<file path="config.mk">
export PLATFORM = sky130hd
export DESIGN_NAME = weighted_random_pick_order
export DESIGN_NICKNAME = d
export VERILOG_FILES = /design/src/sv/wrp_pkg.sv /design/src/sv/wrp_ram.sv /design/src/sv/wrp_datapath.sv /design/src/sv/weighted_random_pick_order.sv
export VERILOG_INCLUDE_DIRS = /design/src /design/src/sv
export SDC_FILE = /design/constraint.sdc
export NUM_CORES = 2
export LEC_CHECK = 0
export ABC_AREA = 1
export BUFFER_PORTS_ARGS = -buffer_cell sky130_fd_sc_hd__buf_4
export CAP_MARGIN = 10
export CORE_MARGIN = 1.5
export CORE_UTILIZATION = 60
export DETAILED_ROUTE_END_ITERATION = 8
export PLACE_DENSITY = 0.88
export SLEW_MARGIN = 10
export SYNTH_ARGS = -nofsm -noshare
export SYNTH_HDL_FRONTEND = slang
export SYNTH_SLANG_ARGS = --single-unit
</file>
<file path="constraint.sdc">
create_clock -name aclk -period 8.6 [get_ports aclk]
set_clock_uncertainty 0.2 [all_clocks]
set_input_delay 0.43 -clock aclk [delete_from_list [all_inputs] [get_ports aclk]]
set_output_delay 0.43 -clock aclk [all_outputs]
set_load 0.01 [all_outputs]
</file>
<file path="src/sv/weighted_random_pick_order_assert.svh">
// assertion macros for the weighted random pick order block
// used by the top level only, no other dependencies
`ifndef WEIGHTED_RANDOM_PICK_ORDER_ASSERT_SVH
`define WEIGHTED_RANDOM_PICK_ORDER_ASSERT_SVH
`ifndef ASSERT_OFF
`define WRP_ASSERT(label, clk, rstn, prop, msg) \
    label: assert property (@(posedge clk) disable iff (!rstn) (prop)) else $error(msg);
`define WRP_ASSERT_IMP(label, clk, rstn, ante, cons, msg) \
    label: assert property (@(posedge clk) disable iff (!rstn) (ante) |-> (cons)) \
        else $error(msg);
`else
`define WRP_ASSERT(label, clk, rstn, prop, msg)
`define WRP_ASSERT_IMP(label, clk, rstn, ante, cons, msg)
`endif
`endif

</file>
<file path="src/sv/wrp_pkg.sv">
// shared constants, types and sequencer states for the weighted random pick order block
// no dependencies
package wrp_pkg;

    localparam int MAX_ENTRIES = 32;
    localparam int DRAW_BITS   = 31;
    localparam int WEIGHT_W    = 16;
    localparam int RAND_W      = 31;
    localparam int OUT_IDX_W   = 5;
    localparam int IDX_W       = (MAX_ENTRIES > 1) ? $clog2(MAX_ENTRIES) : 1;
    localparam int CNT_W       = $clog2(MAX_ENTRIES + 1);
    // wide enough for the full weight total plus one
    localparam int SUM_W       = $clog2(MAX_ENTRIES * (2 ** WEIGHT_W - 1) + 2);
    localparam int PROD_W      = DRAW_BITS + SUM_W;

    typedef enum logic [1:0] {
        OP_APPEND = 2'd0,
        OP_PICK   = 2'd1,
        OP_CLEAR  = 2'd2
    } wrp_op_t;

    typedef enum logic [2:0] {
        ST_IDLE,
        ST_SUM,
        ST_SCALE,
        ST_WALK,
        ST_DONE
    } wrp_state_t;

    typedef struct packed {
        logic clear;
        logic add;
        logic scale;
    } wrp_dp_ctrl_t;

endpackage

</file>
<file path="src/sv/wrp_ram.sv">
// generic single write port ram with registered read
// no dependencies
module wrp_ram #(
    parameter int WIDTH = 16,
    parameter int DEPTH = 32
) (
    input  logic                                       clk,
    input  logic                                       wr_en,
    input  logic [((DEPTH > 1) ? $clog2(DEPTH) : 1)-1:0] wr_addr,
    input  logic [WIDTH-1:0]                           wr_data,
    input  logic [((DEPTH > 1) ? $clog2(DEPTH) : 1)-1:0] rd_addr,
    output logic [WIDTH-1:0]                           rd_data
);

    logic [WIDTH-1:0] mem_reg [DEPTH];
    logic [WIDTH-1:0] rd_data_reg;

    always_ff @(posedge clk) begin
        if (wr_en) begin
            mem_reg[wr_addr] <= wr_data;
        end
        rd_data_reg <= mem_reg[rd_addr];
    end

    assign rd_data = rd_data_reg;

endmodule

</file>
<file path="src/sv/wrp_datapath.sv">
// shared accumulate, scale and compare unit for both passes of a pick
// depends on wrp_pkg
module wrp_datapath (
    input  logic                              aclk,
    input  wrp_pkg::wrp_dp_ctrl_t             ctrl,
    input  logic [wrp_pkg::WEIGHT_W-1:0]      weight,
    input  logic [wrp_pkg::DRAW_BITS-1:0]     draw,
    output logic                              hit
);

    logic [wrp_pkg::SUM_W-1:0]  acc_reg, acc_next;
    logic [wrp_pkg::SUM_W-1:0]  scaled_reg, scaled_next;
    logic [wrp_pkg::SUM_W-1:0]  sum;
    logic [wrp_pkg::SUM_W-1:0]  total_plus;
    logic [wrp_pkg::PROD_W-1:0] prod;

    assign sum        = acc_reg + wrp_pkg::SUM_W'(weight);
    assign total_plus = acc_reg + wrp_pkg::SUM_W'(1);
    assign prod       = wrp_pkg::PROD_W'(draw) * wrp_pkg::PROD_W'(total_plus);
    assign hit        = (sum >= scaled_reg);

    always_comb begin
        acc_next    = acc_reg;
        scaled_next = scaled_reg;
        if (ctrl.clear) begin
            acc_next = '0;
        end else if (ctrl.add) begin
            acc_next = sum;
        end
        // floor(r * (T + 1) / 2^DRAW_BITS)
        if (ctrl.scale) begin
            scaled_next = prod[wrp_pkg::PROD_W-1:wrp_pkg::DRAW_BITS];
        end
    end

    always_ff @(posedge aclk) begin
        acc_reg    <= acc_next;
        scaled_reg <= scaled_next;
    end

endmodule

</file>
<file path="src/sv/weighted_random_pick_order.sv">
// Weighted random pick order, top level.
// Input channel s_*: one beat carries op, weight and random_draw. Op append
// stores a weight at the next free entry (ignored when full), op clear empties
// the table, op pick chooses one unchosen entry by weighted draw and marks it.
// Only a pick gives a result beat on m_*: found and entry_index (found low
// with index zero when no unchosen entry is left).
// Append and clear are handled as soon as they are accepted. A pick runs one
// pass that totals the unchosen weights, a step that scales the draw, a second
// pass that walks the running sum, and a step that loads the result register.
// Both passes read the weight ram once per cycle and share one accumulator, so
// the ram read port and the accumulator set the pace of a pick.
// s_ready is high only while no pick is at work; a result waiting in the
// output register does not hold off new beats, but a pick that finishes while
// the receiver stalls waits until the output register is free.
// Reset (aresetn low, synchronous) empties the table and clears all marks
// and the output valid; stored weights are not cleared.
// depends on wrp_pkg, wrp_ram, wrp_datapath and the assertion macro header
`include "weighted_random_pick_order_assert.svh"
module weighted_random_pick_order (
    input  logic                              aclk,
    input  logic                              aresetn,
    input  logic                              s_valid,
    output logic                              s_ready,
    input  logic [1:0]                        s_op,
    input  logic [wrp_pkg::WEIGHT_W-1:0]      s_weight,
    input  logic [wrp_pkg::RAND_W-1:0]        s_random_draw,
    output logic                              m_valid,
    input  logic                              m_ready,
    output logic                              m_found,
    output logic [wrp_pkg::OUT_IDX_W-1:0]     m_entry_index
);

    wrp_pkg::wrp_state_t state_reg, state_next;

    logic [wrp_pkg::CNT_W-1:0]       count_reg, count_next;
    logic [wrp_pkg::MAX_ENTRIES-1:0] marks_reg, marks_next;
    logic [wrp_pkg::CNT_W-1:0]       idx_reg, idx_next;
    logic                            rd_vld_reg, rd_vld_next;
    logic                            rd_chosen_reg, rd_chosen_next;
    logic [wrp_pkg::IDX_W-1:0]       rd_idx_reg, rd_idx_next;
    logic                            any_reg, any_next;
    logic [wrp_pkg::DRAW_BITS-1:0]   draw_reg, draw_next;
    logic                            found_pend_reg, found_pend_next;
    logic [wrp_pkg::IDX_W-1:0]       hit_idx_reg, hit_idx_next;
    logic                            m_valid_reg, m_valid_next;
    logic                            m_found_reg, m_found_next;
    logic [wrp_pkg::OUT_IDX_W-1:0]   m_entry_index_reg, m_entry_index_next;

    logic                            accept;
    logic                            start_pick;
    logic                            ram_we;
    logic                            issue;
    logic                            hit_ok;
    logic                            dp_hit;
    logic                            out_load;
    logic                            not_full;
    logic [wrp_pkg::WEIGHT_W-1:0]    rd_weight;
    wrp_pkg::wrp_dp_ctrl_t           dp_ctrl;

    assign s_ready    = (state_reg == wrp_pkg::ST_IDLE);
    assign accept     = s_valid && s_ready;
    assign start_pick = accept && (s_op == wrp_pkg::OP_PICK);
    assign not_full   = (count_reg < wrp_pkg::CNT_W'(wrp_pkg::MAX_ENTRIES));
    assign ram_we     = accept && (s_op == wrp_pkg::OP_APPEND) && not_full;
    assign issue      = ((state_reg == wrp_pkg::ST_SUM) || (state_reg == wrp_pkg::ST_WALK))
                        && (idx_reg < count_reg);
    assign hit_ok     = (state_reg == wrp_pkg::ST_WALK) && rd_vld_reg && !rd_chosen_reg
                        && dp_hit;
    assign out_load   = (state_reg == wrp_pkg::ST_DONE) && (!m_valid_reg || m_ready);

    wrp_ram #(
        .WIDTH (wrp_pkg::WEIGHT_W),
        .DEPTH (wrp_pkg::MAX_ENTRIES)
    ) u_weight_ram (
        .clk     (aclk),
        .wr_en   (ram_we),
        .wr_addr (count_reg[wrp_pkg::IDX_W-1:0]),
        .wr_data (s_weight),
        .rd_addr (idx_reg[wrp_pkg::IDX_W-1:0]),
        .rd_data (rd_weight)
    );

    wrp_datapath u_datapath (
        .aclk   (aclk),
        .ctrl   (dp_ctrl),
        .weight (rd_weight),
        .draw   (draw_reg),
        .hit    (dp_hit)
    );

    // next state
    always_comb begin
        state_next = state_reg;
        case (state_reg)
            wrp_pkg::ST_IDLE: begin
                if (start_pick) begin
                    state_next = wrp_pkg::ST_SUM;
                end
            end
            wrp_pkg::ST_SUM: begin
                if (idx_reg == count_reg) begin
                    state_next = wrp_pkg::ST_SCALE;
                end
            end
            wrp_pkg::ST_SCALE: begin
                state_next = wrp_pkg::ST_WALK;
            end
            wrp_pkg::ST_WALK: begin
                if (hit_ok || (idx_reg == count_reg)) begin
                    state_next = wrp_pkg::ST_DONE;
                end
            end
            wrp_pkg::ST_DONE: begin
                if (out_load) begin
                    state_next = wrp_pkg::ST_IDLE;
                end
            end
            default: begin
                state_next = wrp_pkg::ST_IDLE;
            end
        endcase
    end

    // sequencer outputs and register updates
    always_comb begin
        count_next         = count_reg;
        marks_next         = marks_reg;
        idx_next           = idx_reg;
        any_next           = any_reg;
        draw_next          = draw_reg;
        found_pend_next    = found_pend_reg;
        hit_idx_next       = hit_idx_reg;
        m_valid_next       = m_valid_reg;
        m_found_next       = m_found_reg;
        m_entry_index_next = m_entry_index_reg;
        rd_vld_next        = issue;
        rd_chosen_next     = marks_reg[idx_reg[wrp_pkg::IDX_W-1:0]];
        rd_idx_next        = idx_reg[wrp_pkg::IDX_W-1:0];

        dp_ctrl.clear = start_pick || (state_reg == wrp_pkg::ST_SCALE);
        dp_ctrl.add   = ((state_reg == wrp_pkg::ST_SUM) || (state_reg == wrp_pkg::ST_WALK))
                        && rd_vld_reg && !rd_chosen_reg;
        dp_ctrl.scale = (state_reg == wrp_pkg::ST_SCALE);

        if (accept) begin
            case (s_op)
                wrp_pkg::OP_APPEND: begin
                    if (not_full) begin
                        marks_next[count_reg[wrp_pkg::IDX_W-1:0]] = 1'b0;
                        count_next = count_reg + wrp_pkg::CNT_W'(1);
                    end
                end
                wrp_pkg::OP_PICK: begin
                    idx_next        = '0;
                    any_next        = 1'b0;
                    found_pend_next = 1'b0;
                    hit_idx_next    = '0;
                    draw_next       = wrp_pkg::DRAW_BITS'(s_random_draw);
                end
                wrp_pkg::OP_CLEAR: begin
                    count_next = '0;
                    marks_next = '0;
                end
                default: begin
                end
            endcase
        end

        if (state_reg == wrp_pkg::ST_SCALE) begin
            idx_next = '0;
        end else if (issue) begin
            idx_next = idx_reg + wrp_pkg::CNT_W'(1);
        end

        if ((state_reg == wrp_pkg::ST_SUM) && dp_ctrl.add) begin
            any_next = 1'b1;
        end

        if (hit_ok) begin
            marks_next[rd_idx_reg] = 1'b1;
            found_pend_next        = 1'b1;
            hit_idx_next           = rd_idx_reg;
        end

        if (out_load) begin
            m_valid_next       = 1'b1;
            m_found_next       = found_pend_reg;
            m_entry_index_next = wrp_pkg::OUT_IDX_W'(hit_idx_reg);
        end else if (m_ready) begin
            m_valid_next = 1'b0;
        end
    end

    always_ff @(posedge aclk) begin
        if (!aresetn) begin
            state_reg   <= wrp_pkg::ST_IDLE;
            count_reg   <= '0;
            marks_reg   <= '0;
            idx_reg     <= '0;
            rd_vld_reg  <= 1'b0;
            m_valid_reg <= 1'b0;
        end else begin
            state_reg   <= state_next;
            count_reg   <= count_next;
            marks_reg   <= marks_next;
            idx_reg     <= idx_next;
            rd_vld_reg  <= rd_vld_next;
            m_valid_reg <= m_valid_next;
        end
    end

    always_ff @(posedge aclk) begin
        rd_chosen_reg     <= rd_chosen_next;
        rd_idx_reg        <= rd_idx_next;
        any_reg           <= any_next;
        draw_reg          <= draw_next;
        found_pend_reg    <= found_pend_next;
        hit_idx_reg       <= hit_idx_next;
        m_found_reg       <= m_found_next;
        m_entry_index_reg <= m_entry_index_next;
    end

    assign m_valid       = m_valid_reg;
    assign m_found       = m_found_reg;
    assign m_entry_index = m_entry_index_reg;

    `WRP_ASSERT(a_count_bound, aclk, aresetn, count_reg <= wrp_pkg::CNT_W'(wrp_pkg::MAX_ENTRIES), "entry count beyond table depth")
    `WRP_ASSERT(a_marks_loaded, aclk, aresetn, $countones(marks_reg) <= int'(count_reg), "chosen mark on an entry that is not loaded")
    `WRP_ASSERT_IMP(a_miss_only_empty, aclk, aresetn, (state_reg == wrp_pkg::ST_DONE) && !found_pend_reg, !any_reg, "pick missed although unchosen entries remain")
    `WRP_ASSERT_IMP(a_idle_no_read, aclk, aresetn, state_reg == wrp_pkg::ST_IDLE, !rd_vld_reg, "weight read still in flight while idle")

endmodule
</file>
---- Word level (Yosys, flattened, before mapping) ----
Memory sizes are Yosys's and may differ from the RTL's. A register that Yosys moved wholly into a read port is not among the register bits.
Cells that the tools add are included.
word-level totals
  register bits ........................... 140
  RAM bits ................................ 512
  input bits .............................. 53
  memories ................................ 1
  logic and storage cells ................. 105
cells by class
  mux-type cells .......................... 27
  magnitude comparators ................... 8
  reductions and logical operators ........ 33
  equality and inequality tests ........... 12
  add/sub/neg operators ................... 4
  multipliers ............................. 1
  bitwise gates (word level) .............. 4
memories
  memory                words  width  rd ports  clocked after Yosys merged registers in  wr ports  RTL line       text
  u_weight_ram.mem_reg  32     16     1         1                                        1         wrp_ram.sv:15  logic [WIDTH-1:0] mem_reg [DEPTH];
operators with widths
  kind                     count
  $mux W32                 3
  $pmux W32 S2             1
  $mul A31 B21 Y52         1
  $and A32 B32 Y32         1
  $not A32 Y32             1
  $or A32 B32 Y32          1
  $mux W6                  4
  $add A21 B1 Y21 const B  1
  $add A21 B16 Y21         1
  $ge A21 B21 Y1           1
  $lt A5 B6 Y1 const B     3
  $mux W5                  3
  $pmux W3 S5              1
  $logic_and A1 B1 Y1      13
  $add A6 B1 Y6 const B    2
  $mux W3                  4
  $pmux W6 S2              1
  $reduce_bool A2 Y1       6
  $demux W1 S5             2
  $ge A5 B1 Y1 const B     2
  $mux W1                  7
  $eq A3 B2 Y1 const B     2
  $eq A6 B6 Y1             1
  $lt A6 B6 Y1             1
  other kinds (17)         26

---- Depth between registers and ports, before layout ----
  word-level depth ........................ 11
  gate-level depth with buffers ........... 38
  depth with buffers taken out ............ 36

---- Modules after synthesis ----
From an unflattened synthesis, not the netlist that was laid out.
unflattened totals
  cell total of the unflattened synthesis .. 5525
  area, all modules ....................... 50323.3 um^2
by module, submodules not included
  module                      cells an instance  instances  area each (um^2)
  wrp_datapath                3211               1          24622.4
  wrp_ram                     1794               1          21301.7
  weighted_random_pick_order  520                1          4399.2

---- Worst setup path after synthesis ----
Ideal clock, no wire load.
  kind .................................... reg2reg
  start ................................... reg u_datapath.acc_reg[0] in the netlist's numbering
  end ..................................... reg u_datapath.scaled_reg[18] in the netlist's numbering, data pin
  stages on the path, launching flop included .. 34
  arrival ................................. 6.471 ns
  data required time ...................... 8.148 ns
  period minus slack after synthesis ...... 6.923 ns
  path buffers ............................ 2
  path slack .............................. 1.677 ns
  cell sequence ........................... dfxtp_1 buf_6 inv_4 nor3_4 nand4_2 nor2_2 nand2_1 o21ai_1 nand2_1 inv_2 buf_6 nand2_1 fa_1 inv_1 fa_1 inv_1 fa_1 inv_1 fa_1 fa_1 fa_1 inv_1 fa_1 inv_1 ha_1 nand2_1 nor2_1 inv_1 nor2_1 inv_1 nor4_1 nand2_1 nand3_1 nand2_1
between the ends
  longest elaborated chain between the ends .. 2
ends and longest elaborated chain
  what                                RTL line            text
  from (decl)                         wrp_datapath.sv:11  logic [wrp_pkg::SUM_W-1:0] acc_reg, acc_next;
  from (signal assigned)              wrp_datapath.sv:37  acc_reg <= acc_next;
  $add A21 B1 Y21                     wrp_datapath.sv:18  assign total_plus = acc_reg + wrp_pkg::SUM_W'(1);
  $mul A31 B21 Y52                    wrp_datapath.sv:19  assign prod = wrp_pkg::PROD_W'(draw) * wrp_pkg::PROD_W'(total_plus);
  named net u_datapath.prod, one bit  wrp_datapath.sv:15  logic [wrp_pkg::PROD_W-1:0] prod;
  to (signal assigned)                wrp_datapath.sv:38  scaled_reg <= scaled_next;
  to (decl)                           wrp_datapath.sv:12  logic [wrp_pkg::SUM_W-1:0] scaled_reg, scaled_next;
The timed path passes the listed nets, and every way through them passes these cells.
A chain may end at the register's enable or synchronous reset.

---- Final worst setup path ----
  start ................................... reg u_datapath.acc_reg[0] in the netlist's numbering
  end ..................................... reg u_datapath.scaled_reg[8] in the netlist's numbering, data pin
Same word-level chain as after synthesis.

==> flow_metrics.py <==
metrics = {
    "outcome": {
        "status": "completed",
    },
    "worst_setup_path": {
        "critPathCaptureType": "flop",
        "r2r_end": "u_datapath.scaled_reg[8]",
        "r2r-start": "u_datapath.acc_reg[0]",
        "crit_type": "flop to flop",
        "cp-start-kind": "flop",
        "critPathSlowestCell": "fa_1",
        "r2r_slack_ns": 0.40,
        "required_ns": 8.75,
        "crit_family": "adder cells",
        "worstPathMaxFanout": 25,
        "worst-path-buf-inv": 7,
        "crit_arrival_ns": 8.34,
        "crit_top_cell": "nand2_1",
        "slowest_delay_ns": 0.59,
        "crit_start": "u_datapath.acc_reg[0]",
        "r2r_cells": 31,
    },
    "sta": {
        "slew_headroom_pct": 21.7,
        "final.setup.tns_ns": 0,
        "fin_crit_ns": 8.20,
        "tightest_slew_ns": 1.17,
        "fmax_ghz": 0.122,
        "drv_slew": 0,
        "fin_crit_sh_pct": 95.3,
        "hold_viol_final": 0,
        "rsz0062_at_grt": "no",
        "setup_viol": 0,
    },
    "clock_tree": {
        "clock_sinks": 668,
        "cts.reportedPaths.clkPinSlew_ns": 0.06,
        "cts_buffer_depth": 3,
        "htreeDepth": 3,
        "post_cts_buffers": 0,
        "cts_tree": "built",
        "cts_buffers": 71,
        "clk_latency_ns": 0.66,
        "clk_root_buffer_cell": "clkbuf_16",
    },
    "global_route": {
        "antenna_found_initial": 1,
        "grt_usage_pct": 36.4,
        "grt_pass1_wl_um": 227000,
        "grt_pass1_vias": 39600,
        "grt_start_max_net_pins": 227,
        "grt_overflow": 0,
    },
    "synthesis": {
        "syn_nets": 5915,
        "synth_area_leaders": "edfxtp_1, fa_1, inv_1, nand2_1, nor2_1",
        "synth_top_flop_cell": "edfxtp_1",
        "avgSynthCellArea_um2": 9.56,
        "yosysTopAreaCell": "edfxtp_1",
        "synth_sequential_area_ratio_pct": 39.2,
        "synth_seq_cells": 668,
        "synth_cell_types": 49,
        "synth_top_area_share_pct": 35.4,
        "synth_edf_count": 575,
        "syn_area_um2": 48800,
        "synth-async-reset-ratio_pct": 0,
        "ys_warn_count": 0,
        "syn-instance-count": 5106,
    },
    "detailed_routing": {
        "routed_wl_um": 150000,
        "wl_met1_um": 52200,
        "highest-signal-layer": "met5",
        "dr_wl_met3_um": 23100,
        "vias": 39200,
        "route.antenna.remaining_nets": 0,
        "drt-pass1-iter-count": 8,
        "drcViolationCount": 0,
        "post_drt_via_cell_ratio": 6.27,
        "routedWlPerCell_um": 23.9,
        "wl_met2_um": 66100,
        "drt-initial-drc-count": 6052,
    },
    "power_and_ir_drop": {
        "peakVddDrop_mv": 0.199,
        "power_density_nw_per_um2": 146,
        "power_mw": 7.74,
        "leakagePower_nw": 23.1,
    },
    "place": {
        "io_buffer_count": 60,
        "hpwl_um": 102000,
        "gp_congestion": 1.08,
        "placedInstanceArea_um2": 50300,
    },
    "floorplan": {
        "initial_utilization_pct": 60.6,
        "pin_count": 61,
        "die_h_um": 288,
        "die-area_um2": 83100,
        "coreArea_um2": 80500,
        "rows": 104,
        "die_w_um": 288,
    },
    "final_layout": {
        "multi_input_area_um2": 25400,
        "area_delta_synth_final_pct": 8.61,
        "largest_reg_flops": 512,
        "regArea_um2": 19100,
        "layout-drive-gt1-share_pct": 5.82,
        "layout_commonest_cell": "inv_1",
        "n_fill_cell": 5801,
        "final_nets": 5940,
        "final_cell_mix": "inv_1, nand2_1, nor2_1, edfxtp_1, fa_1",
        "fin_area_um2": 53000,
    },
    "job": {
        "max_cap_violations": 0,
    },
    "worst_hold_path": {
        "min_from": "s_weight[11]",
        "holdPathEnd": "u_weight_ram.mem_reg[28][11]",
        "hp-class": "input pin to flop",
        "holdPathStages": 1,
    },
}
[final cells by class]
type	instances	share of cell area (%)
tap	1060	2.50
inverter	864	6.14
clock buffer	84	3.44
timing repair buffer	192	2.96
sequential	668	36.1
multi-input combinational	3334	48.0
clock inverter	47	0.892
antenna	1	0.00472
[routing by layer]
layer  global-route usage, %  up-vias
li1                        -    16600
met3                    10.4      601
met2                    54.6     3321
met4                    18.3        2
met1                    48.9    18700
met5                       0        -
[worst max-delay path by stage]
stage / end / slack (ns) / depth (start not counted)
final: u_datapath.scaled_reg[8] / 0.40 / 31
after global routing: u_datapath.scaled_reg[8] / 0.02 / 31
after CTS: u_datapath.scaled_reg[8] / 0.40 / 31
after detailed placement: u_datapath.scaled_reg[8] / 0.46 / 31
after global placement: u_datapath.scaled_reg[7] / 0.54 / 29
after floorplan: u_datapath.scaled_reg[18] / 1.68 / 33
[cell usage after synthesis (all sizes together) (38+ instances only)]
cell / instances
nor2: 708
ha: 208
dfxtp: 93
nor3: 38
o221ai: 102
buf: 61
nand2: 835
fa: 548
nand3: 178
edfxtp: 575
o21ai: 382
inv: 852
a21oi: 135
clkbuf: 179
[report_power, final]
group	switching [mW]	internal [mW]	total (mW)
sequential	0.0909	3.60	3.69
combinational	0.708	0.321	1.03
clock	1.40	1.63	3.03
total	2.20	5.54	7.74
[metrics by stage]
| step | std cells | worst slack (ns) | hold slack, ns | util (%) |
|---|---|---|---|---|
| 3_5_place_dp | 6081 | 0.458 | 0.215 | 62.5 |
| 3_3_place_gp | 6081 | 0.542 | 0.213 | 62.5 |
| 6_report | 6250 | 0.403 | 0.0148 | 65.8 |
| 2_1_floorplan | 5106 | 1.68 | 0.153 | - |
| 5_1_grt | 6249 | 0.0220 | 0.00917 | 65.8 |
| 4_1_cts | 6249 | 0.401 | 0.000267 | 65.8 |
[cells by family after synthesis]
logic type               Yosys count  share of synthesized area [%]
AND/OR/NAND/NOR                 1819                           15.0
buffers and inverters           1104                           8.78
flip-flops                       668                           39.2
AO/OA/AOI/OAI                    737                           8.81
XOR/XNOR                          22                          0.395
adder cells (fa/ha/maj)          756                           27.8
[repair_timing]
action                                  4_1_cts  5_1_grt
hold buffers                                 37        0
gates resized for setup                       0        3
endpoints found under the hold margin        67        0
endpoints found under the setup margin        0        4
Power figures use the tool's default switching activity.
